## src/design/odh_pkg.sv

```systemverilog
// Shared definitions for the ordered dither halftoner: register indexes,
// matrix mode codes, threshold tables and the threshold function.
// Stands alone; the top level refers to it by scoped names.
package odh_pkg;

   localparam int unsigned DEFAULT_MAX_WIDTH = 16384;

   // Configuration register indexes (byte address is four times the index).
   localparam logic REG_MATRIX_MODE = 1'b0;
   localparam logic REG_IMAGE_WIDTH = 1'b1;

   localparam logic [14:0] IMAGE_WIDTH_RESET = 15'd1;

   // Matrix mode codes.
   localparam logic [3:0] MODE_FIXED128 = 4'd0;
   localparam logic [3:0] MODE_BAYER2   = 4'd1;
   localparam logic [3:0] MODE_BAYER4   = 4'd2;
   localparam logic [3:0] MODE_BAYER8   = 4'd3;
   localparam logic [3:0] MODE_BAYER16  = 4'd4;
   localparam logic [3:0] MODE_BAYER8X4 = 4'd5;
   localparam logic [3:0] MODE_CLUS4    = 4'd6;
   localparam logic [3:0] MODE_CLUS8    = 4'd7;
   localparam logic [3:0] MODE_LINE4    = 4'd8;

   // Clustered-dot tables, indexed by {row, column}.
   localparam logic [3:0] CLUS4_TAB [0:15] = '{
      4'd12, 4'd5,  4'd6,  4'd13,
      4'd4,  4'd0,  4'd1,  4'd7,
      4'd11, 4'd3,  4'd2,  4'd8,
      4'd15, 4'd10, 4'd9,  4'd14
   };

   localparam logic [5:0] CLUS8_TAB [0:63] = '{
      6'd24, 6'd10, 6'd12, 6'd26, 6'd35, 6'd47, 6'd49, 6'd37,
      6'd8,  6'd0,  6'd2,  6'd14, 6'd45, 6'd59, 6'd61, 6'd51,
      6'd22, 6'd6,  6'd4,  6'd16, 6'd43, 6'd57, 6'd63, 6'd53,
      6'd30, 6'd20, 6'd18, 6'd28, 6'd33, 6'd41, 6'd55, 6'd39,
      6'd34, 6'd46, 6'd48, 6'd36, 6'd25, 6'd11, 6'd13, 6'd27,
      6'd44, 6'd58, 6'd60, 6'd50, 6'd9,  6'd1,  6'd3,  6'd15,
      6'd42, 6'd56, 6'd62, 6'd52, 6'd23, 6'd7,  6'd5,  6'd17,
      6'd32, 6'd40, 6'd54, 6'd38, 6'd31, 6'd21, 6'd19, 6'd29
   };

   // Recursive Bayer index for a matrix of 2^levels on a side.
   function automatic logic [7:0] bayer_index(input logic [2:0] levels,
                                              input logic [3:0] x,
                                              input logic [3:0] y);
      logic [7:0] v;
      v = 8'd0;
      for (int k = 0; k < 4; k++) begin
         if (3'(k) < levels) begin
            v = {v[5:0], x[k] ^ y[k], y[k]};
         end
      end
      return v;
   endfunction

   // Threshold in 0..255 for the given mode at column x, row y (both mod 16).
   // The scaling divisions are all by powers of two, so most cases place
   // the index in the upper bits with a fixed offset; BAYER8 is 254 minus it.
   function automatic logic [7:0] threshold(input logic [3:0] mode,
                                            input logic [3:0] x,
                                            input logic [3:0] y);
      logic [7:0] b;
      logic [7:0] t;
      b = 8'd0;
      case (mode)
         MODE_BAYER2: begin
            b = bayer_index(3'd1, x, y);
            t = {b[1:0], 6'd32};
         end
         MODE_BAYER4: begin
            b = bayer_index(3'd2, x, y);
            t = {b[3:0], 4'd8};
         end
         MODE_BAYER8: begin
            b = bayer_index(3'd3, x, y);
            t = 8'd254 - {b[5:0], 2'b00};
         end
         MODE_BAYER16: begin
            b = bayer_index(3'd4, x, y);
            t = b;
         end
         MODE_BAYER8X4: begin
            b = bayer_index(3'd3, x, {2'b00, y[1:0]});
            t = {b[5:0], 2'd2};
         end
         MODE_CLUS4: t = {CLUS4_TAB[{y[1:0], x[1:0]}], 4'd8};
         MODE_CLUS8: t = {CLUS8_TAB[{y[2:0], x[2:0]}], 2'd2};
         MODE_LINE4: t = {y[1:0], 6'd32};
         default:    t = 8'd128;
      endcase
      return t;
   endfunction

endpackage

```

## src/design/odh_req_if.sv

```systemverilog
// Pixel request channel of the ordered dither halftoner: valid, ready and
// one gray pixel with its start-of-image flag. No dependencies.
interface odh_req_if;
   logic       valid;
   logic       ready;
   logic [7:0] gray_pixel;
   logic       start_of_image;

   modport source (output valid, output gray_pixel, output start_of_image, input ready);
   modport sink   (input valid, input gray_pixel, input start_of_image, output ready);
endinterface

```

## src/design/odh_rsp_if.sv

```systemverilog
// Packed byte channel of the ordered dither halftoner: valid, ready, one
// byte of halftone bits and its row-end flag. No dependencies.
interface odh_rsp_if;
   logic       valid;
   logic       ready;
   logic [7:0] packed_byte;
   logic       row_end;

   modport source (output valid, output packed_byte, output row_end, input ready);
   modport sink   (input valid, input packed_byte, input row_end, output ready);
endinterface

```

## src/design/ordered_dither_halftoner.sv

```systemverilog
// Ordered dither halftoner top level: pixel input register, threshold
// compare and bit packing, packed byte output register, APB-style CSRs.
// Depends on odh_pkg, odh_req_if and odh_rsp_if.
//
//   channel  direction  handshake          payload
//   req      in         valid/ready        gray_pixel[7:0], start_of_image
//   rsp      out        valid/ready        packed_byte[7:0], row_end
//   csr      in         psel/penable, APB  matrix_mode @0x0, image_width @0x4
//
// One pixel request is taken every clock cycle unless a stalled output holds
// the input register. A pixel waits in the input register, and the byte it
// completes is loaded into the output register, which raises rsp.valid; the
// byte leaves when rsp.ready is high.
// The rate is set by the single compare-and-pack pass, which is one short
// table lookup and an 8-bit compare.
// Reset (synchronous, active high) clears the counters, the pending bits,
// both valid flags and the registers to their reset values.
// A stalled output holds its byte; the input register keeps its pixel until
// the output register can take the result, and req.ready drops only then.
module ordered_dither_halftoner #(
   parameter int unsigned MAX_WIDTH = odh_pkg::DEFAULT_MAX_WIDTH
) (
   input  logic        clock,
   input  logic        reset,
   odh_req_if.sink     req,
   odh_rsp_if.source   rsp,
   input  logic        csr_psel,
   input  logic        csr_penable,
   input  logic        csr_pwrite,
   input  logic [2:0]  csr_paddr,
   input  logic [31:0] csr_pwdata,
   output logic [31:0] csr_prdata,
   output logic        csr_pready
);

   // Column counter width, and a compare width that holds both the
   // 15-bit width register and MAX_WIDTH itself.
   localparam int CW = $clog2(MAX_WIDTH);
   localparam int EW = (CW + 1 > 15) ? CW + 1 : 15;
   localparam int XW = (CW > 4) ? CW : 4;

   // Configuration registers.
   logic [3:0]  mode_ff, mode_in;
   logic [14:0] width_ff, width_in;

   // Input register stage.
   logic        in_valid_ff, in_valid_in;
   logic [7:0]  in_gray_ff, in_gray_in;
   logic        in_start_ff, in_start_in;

   // Raster state.
   logic [CW-1:0] col_ff, col_in;
   logic [3:0]    row_ff, row_in;
   logic [7:0]    acc_ff, acc_in;

   // Output register stage.
   logic        rsp_valid_ff, rsp_valid_in;
   logic [7:0]  rsp_byte_ff, rsp_byte_in;
   logic        rsp_end_ff, rsp_end_in;

   logic          out_free;
   logic          advance;
   logic          csr_write;
   logic [CW-1:0] col_s;
   logic [3:0]    row_s;
   logic [7:0]    acc_s;
   logic [XW-1:0] col_x;
   logic [EW-1:0] width_ext;
   logic [EW-1:0] eff_width;
   logic [EW-1:0] eff_last;
   logic          last;
   logic          emit;
   logic          dark;
   logic [7:0]    acc_set;
   logic [7:0]    thr;

   // The output register is free when empty or being drained this cycle.
   assign out_free  = !rsp_valid_ff || rsp.ready;
   assign advance   = in_valid_ff && out_free;
   assign req.ready = !in_valid_ff || out_free;

   assign rsp.valid       = rsp_valid_ff;
   assign rsp.packed_byte = rsp_byte_ff;
   assign rsp.row_end     = rsp_end_ff;

   // APB port: zero-wait writes, register chosen by address bit 2.
   assign csr_pready = 1'b1;
   assign csr_write  = csr_psel && csr_penable && csr_pwrite;

   always_comb begin
      mode_in  = mode_ff;
      width_in = width_ff;
      if (csr_write) begin
         case (csr_paddr[2])
            odh_pkg::REG_MATRIX_MODE: mode_in  = csr_pwdata[3:0];
            odh_pkg::REG_IMAGE_WIDTH: width_in = csr_pwdata[14:0];
            default: ;
         endcase
      end
   end

   always_comb begin
      case (csr_paddr[2])
         odh_pkg::REG_MATRIX_MODE: csr_prdata = {28'd0, mode_ff};
         odh_pkg::REG_IMAGE_WIDTH: csr_prdata = {17'd0, width_ff};
         default:                  csr_prdata = 32'd0;
      endcase
   end

   // Capture a new pixel whenever the input register is empty or moving on.
   always_comb begin
      in_valid_in = in_valid_ff;
      in_gray_in  = in_gray_ff;
      in_start_in = in_start_ff;
      if (req.ready) begin
         in_valid_in = req.valid;
         in_gray_in  = req.gray_pixel;
         in_start_in = req.start_of_image;
      end
   end

   // A start flag clears the raster state ahead of its own pixel, which also
   // drops any partially built byte without emitting it.
   assign col_s = in_start_ff ? '0 : col_ff;
   assign row_s = in_start_ff ? 4'd0 : row_ff;
   assign acc_s = in_start_ff ? 8'd0 : acc_ff;
   assign col_x = XW'(col_s);

   // Effective width: zero behaves as one, anything above MAX_WIDTH is capped.
   always_comb begin
      width_ext = EW'(width_ff);
      if (width_ext == '0) begin
         eff_width = EW'(1);
      end else if (width_ext > EW'(MAX_WIDTH)) begin
         eff_width = EW'(MAX_WIDTH);
      end else begin
         eff_width = width_ext;
      end
   end

   // Comparing with at-or-past also closes the row when the width was
   // lowered while a row was in progress.
   assign eff_last = eff_width - EW'(1);
   assign last     = EW'(col_s) >= eff_last;
   assign emit     = last || (col_s[2:0] == 3'd7);

   assign thr     = odh_pkg::threshold(mode_ff, col_x[3:0], row_s);
   assign dark    = in_gray_ff < thr;
   assign acc_set = acc_s | ({7'd0, dark} << (3'd7 - col_s[2:0]));

   always_comb begin
      col_in       = col_ff;
      row_in       = row_ff;
      acc_in       = acc_ff;
      rsp_valid_in = rsp_valid_ff && !rsp.ready;
      rsp_byte_in  = rsp_byte_ff;
      rsp_end_in   = rsp_end_ff;
      if (advance) begin
         if (emit) begin
            rsp_valid_in = 1'b1;
            rsp_byte_in  = acc_set;
            rsp_end_in   = last;
            acc_in       = 8'd0;
         end else begin
            acc_in = acc_set;
         end
         if (last) begin
            col_in = '0;
            row_in = row_s + 4'd1;
         end else begin
            col_in = col_s + CW'(1);
            row_in = row_s;
         end
      end
   end

   always_ff @(posedge clock) begin
      if (reset) begin
         mode_ff      <= odh_pkg::MODE_FIXED128;
         width_ff     <= odh_pkg::IMAGE_WIDTH_RESET;
         in_valid_ff  <= 1'b0;
         col_ff       <= '0;
         row_ff       <= 4'd0;
         acc_ff       <= 8'd0;
         rsp_valid_ff <= 1'b0;
      end else begin
         mode_ff      <= mode_in;
         width_ff     <= width_in;
         in_valid_ff  <= in_valid_in;
         col_ff       <= col_in;
         row_ff       <= row_in;
         acc_ff       <= acc_in;
         rsp_valid_ff <= rsp_valid_in;
      end
   end

   always_ff @(posedge clock) begin
      in_gray_ff  <= in_gray_in;
      in_start_ff <= in_start_in;
      rsp_byte_ff <= rsp_byte_in;
      rsp_end_ff  <= rsp_end_in;
   end

   // The column never runs past the largest supported row.
   assert property (@(posedge clock) disable iff (reset)
      EW'(col_ff) <= EW'(MAX_WIDTH - 1))
      else $error("column counter beyond MAX_WIDTH");

   // Closing a row restarts the column at zero.
   assert property (@(posedge clock) disable iff (reset)
      (advance && last) |=> (col_ff == '0))
      else $error("column not cleared after row end");

   // A held pixel behind a stalled output blocks new requests.
   assert property (@(posedge clock) disable iff (reset)
      (in_valid_ff && !out_free) |-> !req.ready)
      else $error("request taken while the pipeline is full");

   // Every emitted byte that is not a row end closes a group of eight pixels.
   assert property (@(posedge clock) disable iff (reset)
      (advance && emit && !last) |-> (col_s[2:0] == 3'd7))
      else $error("byte emitted inside a group of eight");

endmodule
```

## src/flat_wrapper.sv

```systemverilog
// flat-port wrapper written by rule: the top's interface ports become plain ports
module ordered_dither_halftoner_flat 
#(
   parameter int unsigned MAX_WIDTH = odh_pkg::DEFAULT_MAX_WIDTH
)
  (clock, reset, csr_psel, csr_penable, csr_pwrite, csr_paddr, csr_pwdata, csr_prdata, csr_pready, req_valid, req_gray_pixel, req_start_of_image, req_ready, rsp_valid, rsp_packed_byte, rsp_row_end, rsp_ready);
  odh_req_if req_i ();
  odh_rsp_if rsp_i ();
  input  logic clock;
  input  logic reset;
  input  logic csr_psel;
  input  logic csr_penable;
  input  logic csr_pwrite;
  input  logic [2:0] csr_paddr;
  input  logic [31:0] csr_pwdata;
  output logic [31:0] csr_prdata;
  output logic csr_pready;
  input wire logic [$bits(req_i.valid)-1:0] req_valid;
  input wire logic [$bits(req_i.gray_pixel)-1:0] req_gray_pixel;
  input wire logic [$bits(req_i.start_of_image)-1:0] req_start_of_image;
  output wire logic [$bits(req_i.ready)-1:0] req_ready;
  output wire logic [$bits(rsp_i.valid)-1:0] rsp_valid;
  output wire logic [$bits(rsp_i.packed_byte)-1:0] rsp_packed_byte;
  output wire logic [$bits(rsp_i.row_end)-1:0] rsp_row_end;
  input wire logic [$bits(rsp_i.ready)-1:0] rsp_ready;
  assign req_i.valid = req_valid;
  assign req_i.gray_pixel = req_gray_pixel;
  assign req_i.start_of_image = req_start_of_image;
  assign req_ready = req_i.ready;
  assign rsp_valid = rsp_i.valid;
  assign rsp_packed_byte = rsp_i.packed_byte;
  assign rsp_row_end = rsp_i.row_end;
  assign rsp_i.ready = rsp_ready;
  ordered_dither_halftoner #(.MAX_WIDTH(MAX_WIDTH)) u_core (.clock(clock), .reset(reset), .req(req_i), .rsp(rsp_i), .csr_psel(csr_psel), .csr_penable(csr_penable), .csr_pwrite(csr_pwrite), .csr_paddr(csr_paddr), .csr_pwdata(csr_pwdata), .csr_prdata(csr_prdata), .csr_pready(csr_pready));
endmodule
```

## config.mk

```make
export PLATFORM = sky130hd
export DESIGN_NAME = ordered_dither_halftoner_flat
export DESIGN_NICKNAME = d
export VERILOG_FILES = /design/src/design/odh_pkg.sv /design/src/design/odh_req_if.sv /design/src/design/odh_rsp_if.sv /design/src/design/ordered_dither_halftoner.sv /design/src/flat_wrapper.sv
export SDC_FILE = /design/constraint.sdc
export NUM_CORES = 1
export LEC_CHECK = 0
export BUFFER_PORTS_ARGS = -buffer_cell sky130_fd_sc_hd__buf_2
export CAP_MARGIN = 0
export CELL_PAD_IN_SITES_DETAIL_PLACEMENT = 1
export CELL_PAD_IN_SITES_GLOBAL_PLACEMENT = 1
export CORE_MARGIN = 5
export CORE_UTILIZATION = 44
export DETAILED_ROUTE_END_ITERATION = 6
export GPL_TIMING_DRIVEN = 0
export PLACE_DENSITY_LB_ADDON = 0.1
export SYNTH_ARGS = -nofsm -noshare
export SYNTH_HDL_FRONTEND = slang
export SYNTH_SLANG_ARGS = --single-unit
```

## constraint.sdc

```tcl
create_clock -name clock -period 7.75 [get_ports clock]
set_input_delay 0.3875 -clock clock [delete_from_list [all_inputs] [get_ports clock]]
set_output_delay 0.3875 -clock clock [all_outputs]
set_load 0.03 [all_outputs]
```

* Word-level counts from Yosys, hierarchy flattened
Memories as Yosys holds them, arrays and structs flattened. Cells that the tools add are included.
Word-level totals: flip-flop bits (word level) 65, latch bits 0, bits in writable memories 0, memory bits (read-only) 448, word-level logic and storage cells 72, memories 2
Operators by class: add/sub/neg operators 5, multiply operators 0, divide/modulo/power cells 0, $lt $le $gt $ge 5, equal/unequal tests 9, shifts and indexed selects 1, mux-type cells 17, bitwise gates (word level) 8, reductions and logical operators 14
Memories:
- (name not given) | words 64, bits a word 6, read ports 1, clocked after Yosys merged registers in 0, wr ports 0, line odh_pkg.sv:89 | MODE_CLUS8: t = {CLUS8_TAB[{y[2:0], x[2:0]}], 2'd2};
- (name not given) | words 16, bits a word 4, read ports 1, clocked after Yosys merged registers in 0, wr ports 0, line odh_pkg.sv:88 | MODE_CLUS4: t = {CLUS4_TAB[{y[1:0], x[1:0]}], 4'd8};
Operator list (count):
- one-hot mux 32 bit (2 select lines) | 1
- one-hot mux 8 bit (8 select lines) | 1
- 2-to-1 mux 15 bit | 2
- 2-to-1 mux 14 bit | 2
- 2-to-1 mux 6 bit | 3
- == test 4 x 3 -> 1 bit (second input constant) | 4
- 2-to-1 mux 4 bit | 4
- 2-to-1 mux 8 bit | 2
- greater-or-equal comparator 14 x 15 -> 1 bit | 1
- > comparator 15 bit (second input constant) | 1
- zero test 15 bit | 1
- subtractor 15 x 1 -> 15 bit (second input constant) | 1
- adder 14 x 1 -> 14 bit (second input constant) | 1
- == test 4 x 2 -> 1 bit (second input constant) | 2
- less-than comparator 8 bit | 1
- bitwise OR 8 bit | 1
- << shifter 1 x 3 -> 8 bit | 1
- subtractor 8 bit (first input constant) | 1
- greater-or-equal comparator 7 bit (second input constant) | 1
- NOT 6 -> 7 bit | 1
- AND reduction 2 bit | 3
- greater-or-equal comparator 5 bit (second input constant) | 1
- NOT 4 -> 5 bit | 1
- adder 4 x 1 -> 4 bit (second input constant) | 1
- other kinds (10) | 21

* Logic depth before layout (Yosys ltp)
Gate-level depths: netlist (run 1).
depth after elaboration 10, depth in mapped cells 19, mapped depth without buffers 16

* Worst setup path after synthesis (run 1)
OpenSTA, ideal clock, no wires.
kind register to register, start register u_core.width_ff[7], in the netlist u_core.width_ext[7], end register u_core.rsp_byte_ff[0], in the netlist u_core.rsp.packed_byte[0] (enable), data arrival time 3841 ps, setup slack 3534 ps, stages on the path, launching flop included 20, clock period less this slack 4216 ps, path through dfxtp_1 > buf_6 > or4_4 > or2_2 > nor3_1 > o21ai_0 > ha_1 > buf_2 > o21ai_0 > o311ai_0 > o21a_1 > ha_1 > o21a_1 > o22ai_1 > a31oi_1 > o41a_2 > buf_2 > buf_2 > nor2_1 > nor2_1
On the way: longest elaborated chain between the ends 7, elaborated cells on any way between the ends 8
RTL lines:
- start, declared | line ordered_dither_halftoner.sv:44 | logic [14:0] width_ff, width_in;
- start signal, assigned | line ordered_dither_halftoner.sv:180 | width_ff <= odh_pkg::IMAGE_WIDTH_RESET;
- start signal, assigned | line ordered_dither_halftoner.sv:188 | width_ff <= width_in;
- > comparator 15 bit | line ordered_dither_halftoner.sv:134 | end else if (width_ext > EW'(MAX_WIDTH)) begin
- 2-to-1 mux 15 bit | line ordered_dither_halftoner.sv:134
- 2-to-1 mux 15 bit * | line ordered_dither_halftoner.sv:132 | if (width_ext == '0) begin
- subtractor 15 x 1 -> 15 bit * | line ordered_dither_halftoner.sv:143 | assign eff_last = eff_width - EW'(1);
- greater-or-equal comparator 14 x 15 -> 1 bit * | line ordered_dither_halftoner.sv:144 | assign last = EW'(col_s) >= eff_last;
- named net u_core.last | line ordered_dither_halftoner.sv:71 | logic last;
- logical OR 1 bit * | line ordered_dither_halftoner.sv:145 | assign emit = last || (col_s[2:0] == 3'd7);
- AND reduction 2 bit (no source line) *
- end signal, assigned | line ordered_dither_halftoner.sv:200 | rsp_byte_ff <= rsp_byte_in;
- end, declared | line ordered_dither_halftoner.sv:58 | logic [7:0] rsp_byte_ff, rsp_byte_in;
Mark *: on every way through the listed nets, which the timed path passes. The rest lies on a longest branch. A chain may end at the register's enable or synchronous reset.

* Worst setup path after layout (run 1)
start register u_core.in_start_ff, end register u_core.rsp_byte_ff[0], in the netlist u_core.rsp.packed_byte[0] (enable)
On the way: longest elaborated chain between the ends 4, elaborated cells on any way between the ends 5
RTL lines:
- start, declared | line ordered_dither_halftoner.sv:49 | logic in_start_ff, in_start_in;
- start signal, assigned | line ordered_dither_halftoner.sv:199 | in_start_ff <= in_start_in;
- 2-to-1 mux 14 bit | line ordered_dither_halftoner.sv:124 | assign col_s = in_start_ff ? '0 : col_ff;
- greater-or-equal comparator 14 x 15 -> 1 bit | line ordered_dither_halftoner.sv:144
- named net u_core.last | line ordered_dither_halftoner.sv:71
- logical OR 1 bit | line ordered_dither_halftoner.sv:145
- AND reduction 2 bit (no source line)
The timed path passes the listed nets, and every way through them passes these cells.

==> results by group, run 1 <==
Clocking
  – CTS resizes: 0
  – Bufs on Longest Clock Path: 2
  – Htree depth: 3
  – Setup repair bufs after CTS: 0
  – Root Buffer: clkbuf_8
  – Hold-fix buffers, CTS: 0
  – Clock Sinks: 65
  – Number of CTS-inserted buffers: 9
  – Worst-path clk slew: 70 ps
  – CTS tree: done
  – Worst-skew pair later-pin latency: 380 ps

Global routing
  – Pin count of the biggest net entering global routing: 12
  – M3 GR Usage: 4.18%
  – GR Layer Usage met1: 33.1%
  – Global-route wire length before repair: 26.1 mm
  – Vias in the first global route: 5081
  – Overflow after GRT: 0
  – Gr usage total: 25.1%
  – GR Layer Usage met2: 41.8%
  – Initial antenna violation count: 0
  – Global routing's busiest layer: met2

Power
  – Pwr Density: 162 nW/um^2
  – Worst VDD drop: 0.000110 V
  – Leak Pwr: 2.27 nW

Worst setup path
  – WP data required: 7750 ps
  – WS Path Type: flop to flop
  – Worst path arrival time: 5240 ps
  – Worst reg2reg path startpoint: u_core.in_start_ff
  – Worst R2R End: u_core.rsp.packed_byte[0]
  – Setup crit end kind: flop
  – Startpoint Class: flop
  – Worst Reg-to-Reg Cells: 13
  – Reg2Reg Setup Slack: 2510 ps
  – Critical path peak fanout: 10

STA
  – Smallest hold slack: 186 ps
  – Final setup skew: 13.3 ps
  – Max_slew headroom: 45.8%
  – Final cycle utilization of the critical path: 67.6%
  – Final Critical Period: 5240 ps
  – Final TNS setup: 0 ps
  – Setup WS post-layout: 2510 ps
  – Tightest Pin Transition: 810 ps
  – Slew Viols, Final: 0
  – Number of setup violations in the final report: 0
  – RSZ-0062 raised after global routing: false
  – Final hold violations: 0
  – Fmax: 191 MHz

Route
  – DRT Wirelength: 15.9 mm
  – Remaining DRCs: 0
  – First-pass DRT Iterations: 4
  – Post-DR wirelength/cell: 18.8 um
  – Iteration-0 DRC Markers: 294
  – Via-to-Cell Ratio: 5.69
  – Vias: 4804
  – ANT nets after route: 0

Floorplanning
  – Die area: 13100 sq um
  – Chip width: 114 um
  – Core area: 10700 sq um
  – Row Count: 38
  – Vert. Die Dim: 114 um
  – Number of top-level pins: 95
  – Starting Density: 44.7%

Min path
  – WHS Endpoint: u_core.in_gray_ff[6]
  – Hold Crit Class: input pin to flop
  – Worst Hold Launch: req_gray_pixel[6]
  – Hold path depth: 1

Synthesis
  – Mux contribution to synthesized area: 4.51%
  – Seq/Total Area, Yosys: 30.9%
  – Synth async-reset ratio: 0%
  – Synth area leaders: dfxtp_1 (20%), edfxtp_1 (11%), ha_1 (7.6%), nand2_1 (6.1%), a21oi_1 (4.5%)
  – Largest family of logic cells by synthesized area: simple AND/OR/NAND/NOR gates
  – Synthesized-area fraction occupied by adder cells: 7.56%
  – Cell area after synthesis: 4800 sq um
  – Syn Area/Cell: 7.78 sq um
  – Top cells by count, synth: nand2_1 (78), nor2_1 (53), dfxtp_1 (47)
  – Post-synthesis compound-gate area fraction: 19.7%
  – Count of cell types in the netlist: 63
  – Post-Synth XOR/XNOR Area: 2.01%
  – Synth Area in Simple Gates: 26.8%
  – Synthesized instance count: 617
  – Yosys reg bits: 65
  – Syn. warnings: 0
  – Yosys top cell area share: 19.6%
  – Most used DFF post-synth: dfxtp_1
  – Largest area contributor in the netlist: dfxtp_1
  – Count leader, synth: nand2_1
  – Post-synth EDFFs: 18

Finish
  – N_diodes: 0
  – Fin util: 51.2%
  – Layout cell share with drive strength beyond 1: 15.2%
  – Layout area overhead: 14.7%
  – Final #Nets: 780
  – Non-Filler Instances: 845

Place
  – Post-detail-place hpwl: 12.2 mm
  – DP Cell Count: 829
  – Final GP Congestion: 0.876
  – Dpl ws: 2570 ps
  – Port Buffers: 56

Outcome
  – Run status: completed

Job
  – Max_cap viols: 0
[cells by family (layout without fill, tap and decap cells)]
kind of cell | after synthesis | count (layout)
buf+inv | 84 | 156
flops | 65 | 65
other cells | 2 | 18
xor+xnor | 11 | 11
compound gates | 146 | 146
mux | 20 | 20
simple gates | 260 | 260
fa+ha+maj | 29 | 29
[layout by cell type, fill, tap and decap left out, types with 18 or more instances in the layout]
master,netlist,layout
buf_2,5,61
clkbuf_1,31,34
o21ai_0,29,29
nand3_1,22,22
nor2b_1,22,22
a21oi_1,43,43
nand2_1,78,78
ha_1,29,29
nor3_1,25,25
inv_1,21,21
dfxtp_1,47,47
nor2_1,53,53
edfxtp_1,18,18
conb_1,2,18
buf_4,19,19
[state kept, by name, indices dropped and copies added, names as in the netlist]
register,cells
u_core.acc_ff,8
u_core.col_ff,14
u_core.in_gray_ff,8
u_core.in_start_ff,1
u_core.in_valid_ff,1
u_core.mode_ff,4
u_core.row_ff,4
u_core.rsp.packed_byte,8
u_core.rsp.row_end,1
u_core.rsp.valid,1
u_core.width_ext,15
[per-layer routing]
| metal | routed length (um) | share of wire (%) |
|---|---|---|
| met5 | 0 | 0 |
| met4 | 221 | 1.4 |
| met3 | 901 | 5.7 |
| met2 | 7550 | 48 |
| met1 | 7220 | 45 |
[layout make-up]
cell class                 instances  area [sq um]
buffer                            62           325
clock buffer                      13           149
clock inverter                     3          41.3
fill                            1381          5240
inverter                          22          82.6
multi-input combinational        484          2970
sequential                        65          1480
tap                              140           175
timing repair buffer              56           280
[power breakdown]
| part | total (W) | switching (W) | internal, W | leakage (nW) |
|---|---|---|---|---|
| combinational | 0.000220 | 0.000145 | 0.0000758 | 1.61 |
| clock | 0.000301 | 0.000143 | 0.000158 | 0.0979 |
| sequential | 0.000370 | 0.00000745 | 0.000362 | 0.563 |
| total | 0.000891 | 0.000295 | 0.000596 | 2.27 |
[per-stage QoR]
| step | cell area, sq um | total power (W) |
|---|---|---|
| floorplan | 4860 | 0.000529 |
| global placement | 5320 | 0.000586 |
| detailed placement | 5320 | 0.000595 |
| CTS | 5510 | 0.000889 |
| global route | 5510 | 0.000928 |
| finish | 5510 | 0.000891 |
[worst max-delay path by stage]
stage                   startpoint  slack (ps)  cells past startpoint                   endpoint
3_5_place_dp    u_core.in_start_ff        2570                     13         u_core.rsp.row_end
5_1_grt         u_core.in_start_ff        2200                     13  u_core.rsp.packed_byte[0]
3_3_place_gp    u_core.in_start_ff        2680                     13         u_core.rsp.row_end
4_1_cts         u_core.in_start_ff        2530                     13         u_core.rsp.row_end
2_1_floorplan  u_core.width_ext[7]        3530                     19  u_core.rsp.packed_byte[0]
6_report        u_core.in_start_ff        2510                     13  u_core.rsp.packed_byte[0]
[worst max-delay path, stage by stage (launching register included)]
cell and delay [ps]:
edfxtp_1 510, clkbuf_1 440, clkbuf_1 470, buf_1 570
clkbuf_1 450, nor2_1 150, ha_1 360, nand4_1 90
nor4_1 320, o41a_2 290, buf_2 240, buf_2 300
nor2_1 70, nor2_1 620
No activity file was read; power rests on OpenSTA's default activity.
==> inputs of run 2 (changes only) <==
--- a/config.mk
+++ b/config.mk
@@ -10,7 +10,7 @@
 export CELL_PAD_IN_SITES_DETAIL_PLACEMENT = 1
 export CELL_PAD_IN_SITES_GLOBAL_PLACEMENT = 1
 export CORE_MARGIN = 5
-export CORE_UTILIZATION = 44
+export CORE_UTILIZATION = 41
 export DETAILED_ROUTE_END_ITERATION = 6
 export GPL_TIMING_DRIVEN = 0
 export PLACE_DENSITY_LB_ADDON = 0.1
==> constraint.sdc (replaced) <==
create_clock -name clock -period 4.95 [get_ports clock]
set_input_delay 0.2475 -clock clock [delete_from_list [all_inputs] [get_ports clock]]
set_output_delay 0.2475 -clock clock [all_outputs]
set_load 0.03 [all_outputs]
==> run 2 against run 1 <==
  * Critical path depth up 5
  * Setup slack worse by 2200 ps
  * Routed wire length down 1.8%
==> results by group, run 2 (same netlist as run 1, synthesis figures left out) <==
Outcome
  – Run status: completed

STA
  – Final Critical Period: 4670 ps
  – Number of setup violations in the final report: 0
  – Final hold violations: 0
  – Fmax: 214 MHz
  – RSZ-0062 raised after global routing: false
  – Setup WS post-layout: 283 ps
  – Slew Viols, Final: 0
  – Final setup skew: 5.45 ps
  – Max_slew headroom: 55.6%
  – Tightest Pin Transition: 667 ps
  – Final cycle utilization of the critical path: 94.3%

Route
  – DRT Wirelength: 15.6 mm
  – Iteration-0 DRC Markers: 194
  – ANT nets after route: 0
  – Via-to-Cell Ratio: 5.71
  – Remaining DRCs: 0
  – Post-DR wirelength/cell: 18.4 um
  – First-pass DRT Iterations: 4
  – Vias: 4846

Clocking
  – Worst-skew pair later-pin latency: 340 ps
  – Hold-fix buffers, CTS: 0
  – CTS tree: done
  – Htree depth: 3
  – Number of CTS-inserted buffers: 9
  – Worst-path clk slew: 60 ps
  – Bufs on Longest Clock Path: 2
  – Root Buffer: clkbuf_16
  – Clock Sinks: 65

Floorplanning
  – Die area: 14000 sq um
  – Number of top-level pins: 95
  – Starting Density: 41.9%
  – Core area: 11500 sq um
  – Vert. Die Dim: 118 um
  – Chip width: 118 um
  – Row Count: 39

Finish
  – Fillers: 1437
  – Most common cell after layout, fill and taps aside: nand2_1
  – Post-route cell area: 5640 sq um
  – Layout cell share with drive strength beyond 1: 15.9%
  – Layout area overhead: 17.5%
  – Max reg flops: 15
  – Final #Nets: 780
  – Most frequent cells in the layout: nand2_1 (78), buf_2 (61), nor2_1 (51)
  – N_diodes: 0
  – Fin util: 49.2%

Global routing
  – Gr usage total: 22.2%
  – Overflow after GRT: 0
  – Global-route wire length before repair: 25.5 mm
  – Initial antenna violation count: 0
  – Vias in the first global route: 4927
  – Pin count of the biggest net entering global routing: 12

Power
  – Pwr Density: 277 nW/um^2
  – Leak Pwr: 2.32 nW
  – Worst VDD drop: 0.000226 V

Place
  – Final GP Congestion: 0.887
  – Placed Area: 5320 sq um
  – Post-detail-place hpwl: 12.0 mm
  – Dpl ws: -271 ps
  – Port Buffers: 56

Worst setup path
  – Startpoint Class: flop
  – WS Path Type: flop to flop
  – Crit path launch: u_core.width_ext[7]
  – WP data required: 5050 ps
  – Critical path peak fanout: 19
  – Setup crit end kind: flop
  – Worst path arrival time: 4770 ps
  – Worst reg2reg path startpoint: u_core.width_ext[7]

Job
  – Max_cap viols: 0

Min path
  – Hold Crit Class: input pin to flop
  – Worst Hold Launch: req_gray_pixel[3]
[run 2: per-stage QoR]
step	hold WS [ps]	TNS (ps)	instances	total power, W
after floorplan	346	0	633	0.000828
after global placement	424	-1530	832	0.000919
after detailed placement	426	-2440	832	0.000930
after CTS	77.9	0	848	0.00156
after global routing	71.7	0	848	0.00163
final	83.6	0	848	0.00156
[run 2: area by class of cell]
cell class / instances / area, sq um / share of cell area (%)
Buffer: 61 / 322 / 5.70
Clock buffer: 11 / 233 / 4.13
Clock inverter: 5 / 56.3 / 0.998
Inverter: 22 / 82.6 / 1.46
Multi-Input combinational cell: 484 / 2990 / 53.0
Sequential cell: 65 / 1480 / 26.3
Timing Repair Buffer: 57 / 300 / 5.32
Tap cell: 143 / 179 / 3.17
[run 2: what timing repair did]
action	CTS	global route
resized for setup	2	3
pin swaps	0	1
setup buffers	0	1
setup endpoints to repair	9	9
[run 2: path summary, 6_finish.rpt]
check,to,slack (ps),cells past startpoint
hold / removal,u_core.in_gray_ff[3],80,1
setup / recovery,u_core.rsp.packed_byte[0],280,18
setup reg to reg,u_core.rsp.packed_byte[0],280,18
hold reg to reg,u_core.acc_ff[7],480,1
[run 2: routing by layer]
metal	up-vias	global-route usage [%]	part of all wire [%]
li1	2343	-	-
met1	2346	30.6	47
met2	136	35.6	46
met3	21	4.78	5.3
met4	0	5.16	1.3
met5	-	0	0
[run 2: critical path, cell delays in order (launching register included)]
cell     delay (ps)
dfxtp_1         300
buf_6           130
or4_4           560
or2_2           320
nor3_1          150
o21ai_0         140
ha_1            210
buf_2           180
o21a_1          120
a31oi_1         200
ha_1            290
a21o_1          170
a211o_1         280
o221a_2         240
o41a_2          450
buf_2           270
nor2_2          170
nor2_4           60
buf_12          160
[run 2: power by group]
| part | switching, W | leakage, nW | total (W) | internal, W |
|---|---|---|---|---|
| sequential | 0.0000113 | 0.563 | 0.000579 | 0.000568 |
| clock | 0.000241 | 0.139 | 0.000630 | 0.000389 |
| combinational | 0.000228 | 1.62 | 0.000351 | 0.000123 |
| total | 0.000480 | 2.32 | 0.00156 | 0.00108 |
